File: config.mk
export PLATFORM = sky130hd
export DESIGN_NAME = tlpt_ctrl
export DESIGN_NICKNAME = d
export VERILOG_FILES = /design/src/rtl/core/tlpt_pkg.sv /design/src/rtl/core/tlpt_ctrl.sv
export SDC_FILE = /design/constraint.sdc
export NUM_CORES = 1
export LEC_CHECK = 0
export BUFFER_PORTS_ARGS = -buffer_cell sky130_fd_sc_hd__clkbuf_2
export CELL_PAD_IN_SITES_DETAIL_PLACEMENT = 2
export CELL_PAD_IN_SITES_GLOBAL_PLACEMENT = 2
export CORE_ASPECT_RATIO = 1.1
export CORE_MARGIN = 4
export CORE_UTILIZATION = 20
export DETAILED_ROUTE_END_ITERATION = 16
export PLACE_DENSITY = 0.84
export SYNTH_ARGS = -nofsm -noshare
export SYNTH_HDL_FRONTEND = slang
export SYNTH_SLANG_ARGS = --single-unit
File: constraint.sdc
create_clock -name clk -period 2.4 [get_ports clk]
set_input_delay 0.36 -clock clk [delete_from_list [all_inputs] [get_ports clk]]
set_output_delay 0.36 -clock clk [all_outputs]
set_load 0.03 [all_outputs]
File: src/rtl/core/tlpt_pkg.sv
// Package: constants, codes and controller/datapath link types of the page table engine
`timescale 1ns / 1ps
`default_nettype none
package tlpt_pkg;

    localparam int DIR_ENTRIES_DEF   = 1024;
    localparam int TABLE_ENTRIES_DEF = 1024;
    localparam int TABLE_POOL_DEF    = 16;

    localparam logic [31:0] FLAG_PRESENT  = 32'h0000_0001;
    localparam logic [31:0] FLAG_WRITABLE = 32'h0000_0002;
    localparam logic [31:0] LOW_MASK      = 32'h0000_0FFF;

    // Operation codes
    localparam logic [1:0] OP_TRANSLATE = 2'd0;
    localparam logic [1:0] OP_MAP       = 2'd1;
    localparam logic [1:0] OP_UNMAP     = 2'd2;

    // Result status codes
    localparam logic [1:0] ST_OK         = 2'd0;
    localparam logic [1:0] ST_DIR_ABSENT = 2'd1;
    localparam logic [1:0] ST_TBL_ABSENT = 2'd2;
    localparam logic [1:0] ST_NO_TABLE   = 2'd3;

    // Controller to datapath
    typedef struct packed {
        logic       in_ready;
        logic       dir_rd;
        logic       ent_rd;
        logic       take_slot;
        logic       alloc;
        logic       clr_dir;
        logic       clr_ent;
        logic       sweep_rst;
        logic       ent_write;
        logic       fin;
        logic       res_ok;
        logic [1:0] status;
    } cmd_t;

    // Datapath to controller
    typedef struct packed {
        logic       in_valid;
        logic       out_free;
        logic [1:0] op;
        logic       pdi_oob;
        logic       pti_oob;
        logic       dir_present;
        logic       pool_full;
        logic       ent_present;
        logic       dir_sweep_last;
        logic       tbl_sweep_last;
    } sts_t;

endpackage
`default_nettype wire

File: src/rtl/core/tlpt_ctrl.sv
// Controller: sequences directory clear, walks, table allocation and entry updates
`timescale 1ns / 1ps
`default_nettype none
module tlpt_ctrl (
    input  logic          clk,
    input  logic          rst_n,
    input  tlpt_pkg::sts_t sts,
    output tlpt_pkg::cmd_t cmd
);
    import tlpt_pkg::*;

    typedef enum logic [2:0] {
        S_CLR_DIR,
        S_IDLE,
        S_DIR_RD,
        S_DIR_CHK,
        S_CLR_TBL,
        S_ENT_RD,
        S_ENT_CHK
    } state_t;

    state_t state_reg;
    state_t state_next;

    // Decode commands and next state
    always_comb
    begin
        cmd        = '0;
        state_next = state_reg;
        unique case (state_reg)
            S_CLR_DIR:
            begin
                cmd.clr_dir = 1'b1;
                if (sts.dir_sweep_last)
                begin
                    state_next = S_IDLE;
                end
            end
            S_IDLE:
            begin
                cmd.in_ready = sts.out_free;
                if (sts.out_free && sts.in_valid)
                begin
                    state_next = S_DIR_RD;
                end
            end
            S_DIR_RD:
            begin
                cmd.dir_rd = 1'b1;
                state_next = S_DIR_CHK;
            end
            S_DIR_CHK:
            begin
                state_next = S_IDLE;
                if (sts.op != OP_TRANSLATE && sts.op != OP_MAP && sts.op != OP_UNMAP)
                begin
                    cmd.fin    = 1'b1;
                    cmd.status = ST_OK;
                end
                else if (sts.pdi_oob)
                begin
                    cmd.fin    = 1'b1;
                    cmd.status = ST_DIR_ABSENT;
                end
                else if (sts.op == OP_MAP)
                begin
                    if (sts.pti_oob)
                    begin
                        cmd.fin    = 1'b1;
                        cmd.status = ST_TBL_ABSENT;
                    end
                    else if (sts.dir_present)
                    begin
                        cmd.take_slot = 1'b1;
                        state_next    = S_ENT_RD;
                    end
                    else if (sts.pool_full)
                    begin
                        cmd.fin    = 1'b1;
                        cmd.status = ST_NO_TABLE;
                    end
                    else
                    begin
                        cmd.alloc     = 1'b1;
                        cmd.sweep_rst = 1'b1;
                        state_next    = S_CLR_TBL;
                    end
                end
                else if (!sts.dir_present)
                begin
                    cmd.fin    = 1'b1;
                    cmd.status = ST_DIR_ABSENT;
                end
                else if (sts.pti_oob)
                begin
                    cmd.fin    = 1'b1;
                    cmd.status = ST_TBL_ABSENT;
                end
                else
                begin
                    cmd.take_slot = 1'b1;
                    state_next    = S_ENT_RD;
                end
            end
            S_CLR_TBL:
            begin
                cmd.clr_ent = 1'b1;
                if (sts.tbl_sweep_last)
                begin
                    state_next = S_ENT_RD;
                end
            end
            S_ENT_RD:
            begin
                cmd.ent_rd = 1'b1;
                state_next = S_ENT_CHK;
            end
            S_ENT_CHK:
            begin
                cmd.fin    = 1'b1;
                state_next = S_IDLE;
                if (sts.op == OP_TRANSLATE)
                begin
                    cmd.res_ok = sts.ent_present;
                    cmd.status = sts.ent_present ? ST_OK : ST_TBL_ABSENT;
                end
                else
                begin
                    cmd.ent_write = 1'b1;
                    cmd.status    = ST_OK;
                end
            end
            default:
            begin
                state_next = S_IDLE;
            end
        endcase
    end

    // Hold state
    always_ff @(posedge clk or negedge rst_n)
    begin
        if (!rst_n)
        begin
            state_reg <= S_CLR_DIR;
        end
        else
        begin
            state_reg <= state_next;
        end
    end

endmodule
`default_nettype wire

# Yosys cells after proc, flatten, opt, wreduce, memory -nomap -nowiden
# Index checks and enable logic that the tools add are counted.
# W data, S select, Z words.
# op_classes
n_addsub	0
multipliers	0
div_mod_pow	0
n_lt_le_gt_ge	0
eq_ne	12
shifts	0
mux	57
bitwise_logic	0
reduce_logical	7
# op_table
cell	n
$mux W3	11
$mux W1	29
$mux W2	14
$pmux W3 S6	1
$eq A3 B3 Y1 const B	3
$ne A2 B2 Y1 const B	4
$eq A3 B2 Y1 const B	2
$pmux W2 S2	1
$eq A3 B1 Y1 const B	1
$logic_and A1 B1 Y1	3
$logic_not A3 Y1	1
$reduce_and A3 Y1	1
$eq A2 B1 Y1 const B	1
$logic_not A2 Y1	1
$ne A2 B1 Y1 const B	1
$pmux W1 S2	1
$reduce_bool A2 Y1	1
# word_totals
ff_bits	3
latchBits	0
mem_bits_rw	0
mem_bits_ro	0
output_inout_bits	13
elab_cells	77
mem_count	0

# Longest topological paths before layout
# Gate-level depths: netlist of run 1.
# logic_depth
ltp_word	7
ltp_mapped	4

# Worst setup path before layout of run 1
# No wires, ideal clock.
# synth_timing
kind	input to output
startpoint	input sts[8] in the netlist's numbering
endpoint	output cmd[8] in the netlist's numbering
arrival_time_ns	1.815
required_time_ns	2.040
path_slack_ns	0.225
cell_stages	3
n_path_buf	1
cell_sequence	or4b_1 > nor4_2 > buf_4
# synth_rtl
element	line	source
start, declared	tlpt_ctrl.sv:7	input tlpt_pkg::sts_t sts,
end, declared	tlpt_ctrl.sv:8	output tlpt_pkg::cmd_t cmd

==> summary.md, run 1 <==
| Metric | Value |
|---|---|
| Outcome | `finished, final reports clean` |
| Main combinational cell family by area after synthesis | `simple AND/OR/NAND/NOR gates` |
| Via count | `473` |
| PortBufs | `25` |
| Post-synth top area share | `0.208` |
| TritonCTS Buffers | `3` |
| Largest net degree at the start of global routing | `13` |
| Die W | `a little under 50 um` |
| Gate power share | `0.524` |
| Multiplexer share of the synthesized area | `0` |
| Final TNS setup | `0 ns` |
| Largest area contributor in the netlist | `dfrtp_1` |
| Ant. Diodes | `0` |
| Achievable Freq | `0.473 GHz` |
| WP data arrival | `between 1.5 and 2 ns` |
| Final worst-path cycle share | `0.881` |
| DRC viols | `0` |
| Synth Area in Adders | `0` |
| Final Max Slew Viols | `0` |
| Fin crit period | `around 2.1 ns` |
| Final HPWL DP | `about 1000 um` |
| Wirelength per Cell | `14.2 um` |
| H-tree levels | `1` |
| Syn. warnings | `0` |
| Leak pwr | `between 0.2 and 0.3 nW` |
| Final-stage net count | `87` |
| Net Count, Synth | `60` |
| Clock Path Buffers | `2` |
| Register area share after synthesis | `0.208` |
| Grt total ovfl | `0` |
| CTS root buffer | `clkbuf_4` |
| DR iter-0 viols | `6` |
| Vias per Instance | `5.26` |
| Synth Area in Compound Gates | `0.181` |
| Critical Path Source Type | `flip-flop` |
| Final ANT Viol Nets | `0` |
| Synth unique cells | `28` |
| Switch Pwr | `around 0.22 mW` |
| Worst Clk Skew | `between 0.003 and 0.004 ns` |
| Setup violations, final | `0` |
| Switching Share | `0.504` |
| CTS tree | `done` |
| CTS sink cnt | `3` |
| I/O pins | `26` |
| MaxCap Viol Count | `0` |
| Int Pwr | `0.217 mW` |
| Clock slew at reported path FFs | `roughly 0.04 ns` |
| Initial antenna violation count | `0` |
| CP Max Fanout | `11` |
| Avg Inst Size Synth | `roughly 7.7 sq um` |
| Synth Cell Area | `~360 sq um` |
| First-pass GRT wire length | `2460 um` |
| Final Hold Fails | `0` |
| Synthesis-to-layout area growth | `45.5%` |
| RSZ-0062 raised after global routing | `false` |
| Synth top area cells | `dfrtp_1, nand3b_1, nor3b_1` |
| Share of layout cells above drive strength 1 | `0.425` |
| Simple-gate share of the synthesized area | `0.528` |
| Worst skew pair latency | `about 0.23 ns` |
| Setup CP Type | `reg -> out` |
| HP Class | `in -> async` |
| Sequential power share | `0.278` |
| Least-Margin Pin Slew | `between 0.4 and 0.5 ns` |
| Starting Density | `0.221` |
| Tot Pwr | `0.438 mW` |
| Cell row count | `15` |
| Top_reg_cell synth | `dfrtp_1` |
| CP Capture Type | `output pin` |
| Post-synthesis xor/xnor area fraction | `0` |
| Pwr dens | `about 840 nW/um^2` |
| Total GRT Usage | `0.118` |
| Area of the core | `roughly 1600 sq um` |
| Placer's final routability congestion estimate | `approximately 0.79` |
| Cells after Synth | `47` |
| Fillers | `between 200 and 250` |
| DIE AREA | `between 2000 and 3000 sq um` |
| Die height | `between 50 and 60 um` |
| Post-Route Utilization | `0.321` |
| Clock power share | `0.198` |
| Peak VDD IR | `around 0.56 mV` |
| Max reg flops | `3` |
| Via count of the first global-routing pass | `roughly 540` |
| DRT Pass-1 Iters | `2` |
| Post-synthesis register bit count | `3` |
| Async set or reset register ratio after synthesis | `1.00` |
| EDFF count, synth | `0` |
| Total length of routed wires | `~1300 um` |
| Required time worst endpoint | `between 2 and 2.5 ns` |
| Relative slew slack | `0.731` |
worst max-delay path, cell delays in order (launching register included):
cell and delay (ns):
dfrtp_1 0.48, nand3b_1 0.32, nor4_2 0.43, clkbuf_2 0.29
power groups by stage:
stage | registers [mW] | clock network [mW] | logic [mW]
floorplan | 0.0779 | 0 | 0.203
detailed placement | 0.124 | 0 | 0.231
CTS | 0.123 | 0.0884 | 0.234
global route | 0.132 | 0.103 | 0.254
finish | 0.122 | 0.0868 | 0.230
global placement | 0.121 | 0 | 0.226
worst paths after layout:
kind | slack (ns) | cells after the start | end | start
max | 0.29 | 3 | cmd[5] | state_reg[2]
min | 0.46 | 2 | state_reg[2] | rst_n
max reg2reg | 0.90 | 3 | state_reg[0] | state_reg[2]
min reg2reg | 0.73 | 1 | state_reg[2] | state_reg[1]
max in group asynchronous | 1.83 | 2 | state_reg[0] | rst_n
min in group clk | 0.51 | 3 | state_reg[0] | sts[0]
cell type report:
class / count / area (sq um) / area share
Clock buffer: 4 / 26.3 / 0.0501
Inverter: 3 / 11.3 / 0.0215
Multi-Input combinational cell: 37 / 255 / 0.487
Sequential cell: 3 / 75.1 / 0.143
Tap cell: 17 / 21.3 / 0.0406
Timing Repair Buffer: 26 / 135 / 0.258
timing repair:
action,in CTS,in global routing
gates resized for setup,0,0
hold buffers,1,0
endpoints found under the setup margin,0,0
buffers inserted,0,0
endpoints found under the hold margin,3,0
routing by layer:
metal  up-vias  share of wire  track usage
met4         0              0       0.0135
met3         0          0.091       0.0570
li1        231              -            -
met1       222           0.41        0.133
met2        20           0.50        0.209
met5         -              0            0
metrics by stage:
stage / hold slack [ns] / area, sq um / cells / setup WS, ns
2_1_floorplan: 0.0644 / 360 / 47 / 0.225
4_1_cts: 0.472 / 524 / 90 / 0.272
5_1_grt: 0.456 / 524 / 90 / 0.0968
6_report: 0.459 / 524 / 90 / 0.286
3_3_place_gp: 0.157 / 488 / 85 / 0.452
3_5_place_dp: 0.160 / 488 / 85 / 0.410
logic make-up (layout without fill, tap and decap cells):
family / count (synthesis) / in the layout
simple gates: 28 / 28
buf+inv: 7 / 33
compound gates: 9 / 9
flops: 3 / 3
layout by cell type (no fill, tap or decap), drive strengths merged:
cell         count
nor2b            3
inv              3
and3             1
clkbuf          29
o211a            1
o22ai            1
a2111oi          1
or2              1
and3b            1
dlygate4sd3      1
nand2            2
nand3b           3
o211ai           1
o21ai            2
a21oi            1
nand4b           1
o2111ai          1
nor4             2
nand3            1
or4b             1
dfrtp            3
nor3             3
nor3b            3
a221oi           1
nor4bb           2
and2b            1
nor2             3
No activity file was read; power rests on OpenSTA's default activity.
==> run 2, diff against run 1 <==
--- a/config.mk
+++ b/config.mk
@@ -12,7 +12,7 @@
 export CORE_MARGIN = 4
 export CORE_UTILIZATION = 20
 export DETAILED_ROUTE_END_ITERATION = 16
-export PLACE_DENSITY = 0.84
+export PLACE_DENSITY_LB_ADDON = 0.1
 export SYNTH_ARGS = -nofsm -noshare
 export SYNTH_HDL_FRONTEND = slang
 export SYNTH_SLANG_ARGS = --single-unit
==> run 2 against run 1 <==
  * Non-clock buffer count is the same
  * Register-to-register slack gained 0.09 ns
  * Combinational power is essentially flat
==> summary.md, run 2 (synthesis gave the netlist of run 1 again) <==
| Metric | Value |
|---|---|
| Max reg flops | `3 (unchanged)` |
| Largest net degree at the start of global routing | `13 (unchanged)` |
| DIE AREA | `2550 sq um (unchanged)` |
| Non-Filler Instances | `90 (unchanged)` |
| Final TNS setup | `0 ns (unchanged)` |
| Worst skew pair latency | `0.23 ns (about the same)` |
| Crit-path max cell delay | `0.54 ns (was 0.48 ns)` |
| Final Hold Fails | `0 (unchanged)` |
| Clock Path Buffers | `2 (unchanged)` |
| Final Max Slew Viols | `0 (unchanged)` |
| Placed Cells | `85 (unchanged)` |
| Via count | `472 (was 473)` |
| Int Pwr | `0.217 mW (about the same)` |
| Sequential power share | `0.280 (was 0.278)` |
| DR iter-0 viols | `2 (was 6)` |
| Least-Margin Pin Slew | `0.460 ns (was 0.400 ns)` |
| CP Buf/Inv Count | `1 (unchanged)` |
| CTS sink cnt | `3 (unchanged)` |
| TritonCTS Buffers | `3 (unchanged)` |
| Via count of the first global-routing pass | `514 (was 542)` |
| CP Capture Type | `output pin (unchanged)` |
| RSZ-0062 raised after global routing | `false (unchanged)` |
| Peak VDD IR | `0.378 mV (was 0.561 mV)` |
| First-pass GRT wire length | `2320 um (was 2460 um)` |
| PortBufs | `25 (unchanged)` |
| I/O pins | `26 (unchanged)` |
| Wirelength per Cell | `14.6 um (was 14.2 um)` |
| Clock slew at reported path FFs | `0.04 ns (about the same)` |
| DRC viols | `0 (unchanged)` |
| Required time worst endpoint | `2.04 ns (about the same)` |
| Final worst-path cycle share | `0.865 (was 0.881)` |
| Setup violations, final | `0 (unchanged)` |
| Final ANT Viol Nets | `0 (unchanged)` |
| Gate power share | `0.517 (was 0.524)` |
| Worst Clk Skew | `0.00292 ns (was 0.00361 ns)` |
| Leak pwr | `0.266 nW (unchanged)` |
| Total length of routed wires | `1310 um (was 1280 um)` |
| Slowest-stage cell, CP | `dfrtp_1 (unchanged)` |
| Total GRT Usage | `0.117 (was 0.118)` |
| Pwr dens | `843 nW/um^2 (was 836 nW/um^2)` |
| Ant. Diodes | `0 (unchanged)` |
| Cell row count | `15 (unchanged)` |
| DRT Pass-1 Iters | `2 (unchanged)` |
| Fin crit period | `2.08 ns (was 2.11 ns)` |
| CTS tree | `done (unchanged)` |
| Post-CTS Resized | `0 (unchanged)` |
| Outcome | `finished, final reports clean (unchanged)` |
| Critical Path Source Type | `flip-flop (unchanged)` |
| Synthesis-to-layout area growth | `45.5% (unchanged)` |
| Setup CP Type | `reg -> out (unchanged)` |
| Switching Share | `0.508 (was 0.504)` |
| Final-stage net count | `87 (unchanged)` |
| Placer's final routability congestion estimate | `0.730 (was 0.795)` |
| MaxCap Viol Count | `0 (unchanged)` |
| Die height | `52.5 um (unchanged)` |
| Grt total ovfl | `0 (unchanged)` |
| WP data arrival | `1.72 ns (was 1.75 ns)` |
| HP Class | `in -> async (unchanged)` |
| Area of the core | `1630 sq um (unchanged)` |
| Cell family with most CP delay | `simple AND/OR/NAND/NOR gates (unchanged)` |
| Relative slew slack | `0.686 (was 0.731)` |
| CP Max Fanout | `12 (was 11)` |
| Initial antenna violation count | `0 (unchanged)` |
| CTS root buffer | `clkbuf_4 (unchanged)` |
| Switch Pwr | `0.224 mW (was 0.221 mW)` |
| Share of layout cells above drive strength 1 | `0.425 (unchanged)` |
| Vias per Instance | `5.24 (was 5.26)` |
| Commonest non-fill, non-tap cell in the layout | `clkbuf_2 (unchanged)` |
| H-tree levels | `1 (unchanged)` |
| Achievable Freq | `0.482 GHz (was 0.473 GHz)` |
| Die W | `48.5 um (unchanged)` |
| CP Cell Sequence | `nor4bb_1 > o2111ai_1 > nand3_1 > clkbuf_2 (was nand3b_1 > nor4_2 > clkbuf_2)` |
| Starting Density | `0.221 (unchanged)` |
| Clock power share | `0.202 (was 0.198)` |
-- run 2: cell counts in the layout (fill, tap and decap cells not counted) --
No cell type changed its count.
-- run 2: layout make-up --
cell class	count	area (sq um)
fillers	212	1110
multi-input cells	37	255
repair buffers	26	135
flip-flops and latches	3	75.1
clock buffers	4	26.3
well taps	17	21.3
inverters	3	11.3
-- run 2: repair_timing --
action | in CTS | in global routing
setup buffers | 0 | 0
hold buffers | 1 | 0
hold endpoints to repair | 3 | 0
-- run 2: through the flow --
| step | cell area, sq um | setup slack (ns) | total power, mW | utilization | hold slack (ns) |
|---|---|---|---|---|---|
| 6_report | 524 | 0.324 | 0.442 | 0.321 | 0.468 |
| 5_1_grt | 524 | 0.153 | 0.487 | 0.321 | 0.460 |
| 4_1_cts | 524 | 0.313 | 0.452 | 0.321 | 0.448 |
| 3_5_place_dp | 488 | 0.498 | 0.355 | 0.299 | 0.161 |
| 3_3_place_gp | 488 | 0.496 | 0.354 | 0.299 | 0.158 |
| 2_1_floorplan | 360 | 0.225 | 0.281 | - | 0.0644 |
-- run 2: routing by layer --
metal  track usage  vias up  part of all wire  wire, um
met5             0        -                 0         0
met4        0.0404        0             0.013        17
met3        0.0399        2             0.062        81
met2         0.209       19              0.50       651
met1         0.128      218              0.43       565
li1              -      233                 -         -
-- run 2: worst paths after layout --
| kind | start | end | slack, ns | cells after the start |
|---|---|---|---|---|
| max | state_reg[1] | cmd[1] | 0.32 | 4 |
| min | rst_n | state_reg[2] | 0.47 | 2 |
| max reg2reg | state_reg[2] | state_reg[0] | 0.99 | 3 |
| min reg2reg | state_reg[1] | state_reg[2] | 0.73 | 1 |
| max in group asynchronous | rst_n | state_reg[0] | 1.82 | 2 |
| min in group clk | sts[0] | state_reg[0] | 0.47 | 3 |
-- run 2: power groups by stage --
| stage | Clock [mW] | Sequential, mW | Combinational (mW) |
|---|---|---|---|
| CTS | 0.0955 | 0.124 | 0.232 |
| global route | 0.104 | 0.132 | 0.251 |
| global placement | 0 | 0.123 | 0.231 |
| finish | 0.0895 | 0.124 | 0.229 |
| floorplan | 0 | 0.0779 | 0.203 |
| detailed placement | 0 | 0.125 | 0.230 |
-- run 2: worst register-to-register path, cell delays in order (launching register included) --
cell and delay, ns:
dfrtp_1 0.48, nand3b_1 0.33, nor4_2 0.37, nor3_1 0.10
==> run 3, diff against run 2 <==
--- a/config.mk
+++ b/config.mk
@@ -8,7 +8,7 @@
 export BUFFER_PORTS_ARGS = -buffer_cell sky130_fd_sc_hd__clkbuf_2
 export CELL_PAD_IN_SITES_DETAIL_PLACEMENT = 2
 export CELL_PAD_IN_SITES_GLOBAL_PLACEMENT = 2
-export CORE_ASPECT_RATIO = 1.1
+export CORE_ASPECT_RATIO = 0.8
 export CORE_MARGIN = 4
 export CORE_UTILIZATION = 20
 export DETAILED_ROUTE_END_ITERATION = 16
==> run 3 against run 2 <==
  * Register-to-register slack hardly changed
  * Critical endpoint unchanged
  * Die area up 0.13%
  * Routed wire length is 0.61% lower
  * Clock-buffer cell count is the same
  * Largest power group unchanged
==> summary.md, run 3 (synthesis gave the netlist of run 1 again) <==
| Metric | Value |
|---|---|
| Setup violations, final | `0 (unchanged)` |
| Outcome | `finished, final reports clean (unchanged)` |
| Placer's final routability congestion estimate | `0.750 (was 0.730)` |
| R2r setup slk | `0.99 ns (about the same)` |
| Starting Density | `0.217 (was 0.221)` |
| Final HPWL DP | `approximately 1100 um` |
| MaxCap Viol Count | `0 (unchanged)` |
| Post-route cell area | `531 sq um (was 524 sq um)` |
| Final-stage net count | `87 (unchanged)` |
| PortBufs | `25 (unchanged)` |
| Die W | `55.5 um (was 48.5 um)` |
| First-pass GRT wire length | `2290 um (was 2320 um)` |
| Worst Clk Skew | `0.00418 ns (was 0.00292 ns)` |
| CTS sink cnt | `3 (unchanged)` |
| Wirelength per Cell | `13.7 um (was 14.6 um)` |
| CTS root buffer | `clkbuf_4 (unchanged)` |
| Area after DPL | `494 sq um (was 488 sq um)` |
| H-tree levels | `1 (unchanged)` |
| Setup CP Type | `reg -> out (unchanged)` |
| Clock Path Buffers | `2 (unchanged)` |
| Max reg flops | `3 (unchanged)` |
| Total GRT Usage | `0.116 (was 0.117)` |
| RSZ-0062 raised after global routing | `false (unchanged)` |
| Share of layout cells above drive strength 1 | `0.425 (unchanged)` |
| TritonCTS Buffers | `3 (unchanged)` |
| CP Max Fanout | `12 (unchanged)` |
| Vias per Instance | `4.86 (was 5.24)` |
| Post-CTS Resized | `0 (unchanged)` |
| Area of the core | `1660 sq um (was 1630 sq um)` |
| Final Max Slew Viols | `0 (unchanged)` |
| DR iter-0 viols | `1 (was 2)` |
| Achievable Freq | `0.475 GHz (was 0.482 GHz)` |
| Largest net degree at the start of global routing | `13 (unchanged)` |
| Via count | `462 (was 472)` |
| Tot Pwr | `0.441 mW (was 0.442 mW)` |
| I/O pins | `26 (unchanged)` |
| Total length of routed wires | `1310 um (about the same)` |
| Least-Margin Pin Slew | `0.619 ns (was 0.460 ns)` |
| Cell row count | `13 (was 15)` |
| DIE AREA | `2550 sq um (about the same)` |
| Grt total ovfl | `0 (unchanged)` |
| Initial antenna violation count | `0 (unchanged)` |
| Final TNS setup | `0 ns (unchanged)` |
| Final Hold Fails | `0 (unchanged)` |
| Fin crit period | `2.11 ns (was 2.08 ns)` |
| WP data arrival | `1.75 ns (was 1.72 ns)` |
| DRT Pass-1 Iters | `3 (was 2)` |
| Final worst-path cycle share | `0.877 (was 0.865)` |
| Clock slew at reported path FFs | `0.04 ns (about the same)` |
| Peak VDD IR | `0.270 mV (was 0.378 mV)` |
| CP Capture Type | `output pin (unchanged)` |
| Leak pwr | `0.266 nW (unchanged)` |
| Required time worst endpoint | `2.04 ns (about the same)` |
| Synthesis-to-layout area growth | `47.2% (was 45.5%)` |
| HP Class | `in -> async (unchanged)` |
| Critical Path Source Type | `flip-flop (unchanged)` |
| Final ANT Viol Nets | `0 (unchanged)` |
| Relative slew slack | `0.576 (was 0.686)` |
| DRC viols | `0 (unchanged)` |
| Die height | `46.0 um (was 52.5 um)` |
| CTS tree | `done (unchanged)` |
| Commonest non-fill, non-tap cell in the layout | `clkbuf_2 (unchanged)` |
| Ant. Diodes | `0 (unchanged)` |
| Worst skew pair latency | `0.23 ns (about the same)` |
| Pwr dens | `831 nW/um^2 (was 843 nW/um^2)` |
| Via count of the first global-routing pass | `498 (was 514)` |
==> run 3: what timing repair did <==
item / 4_1_cts / 5_1_grt
hold buffers: 1 / 0
hold endpoints to repair: 3 / 0
setup buffers: 0 / 0
setup endpoints to repair: 0 / 0
==> run 3: through the flow <==
| stage | setup WS [ns] | hold slack, ns | cells | utilization |
|---|---|---|---|---|
| floorplan | 0.225 | 0.0644 | 47 | - |
| detailed placement | 0.471 | 0.160 | 90 | 0.298 |
| global route | 0.114 | 0.451 | 95 | 0.320 |
| global placement | 0.506 | 0.157 | 90 | 0.298 |
| CTS | 0.259 | 0.451 | 95 | 0.320 |
| finish | 0.295 | 0.449 | 95 | 0.320 |
==> run 3: worst max-delay path, cell delays in order (launching register included) <==
cell       delay (ns)
dfrtp_1          0.51
nor4bb_1         0.50
o2111ai_1        0.18
nand3_1          0.12
clkbuf_2         0.20
==> run 3: layout make-up <==
class,count,area [sq um]
Timing Repair Buffer,26,135
Tap cell,22,27.5
Clock buffer,4,26.3
Fill cell,228,1130
Multi-Input combinational cell,37,255
Inverter,3,11.3
Sequential cell,3,75.1
==> run 3: final timing paths <==
check	startpoint	end	depth (start not counted)
setup / recovery	state_reg[1]	cmd[1]	4
hold / removal	rst_n	state_reg[0]	2
setup reg to reg	state_reg[2]	state_reg[0]	3
hold reg to reg	state_reg[1]	state_reg[2]	1
max in group asynchronous	rst_n	state_reg[1]	2
min in group clk	sts[0]	state_reg[0]	3
==> run 3: report_power, final <==
part / switching [mW] / total [mW] / internal, mW
Clock: 0.0268 / 0.0892 / 0.0623
Sequential: 0.0520 / 0.122 / 0.0699
Combinational: 0.145 / 0.230 / 0.0851
Total: 0.224 / 0.441 / 0.217
==> run 3: metal layers <==
layer	vias up	wire [um]	track usage
li1	231	-	-
met1	213	678	0.158
met2	18	535	0.170
met3	0	91	0.0567
met4	0	0	0.0146
met5	-	0	0
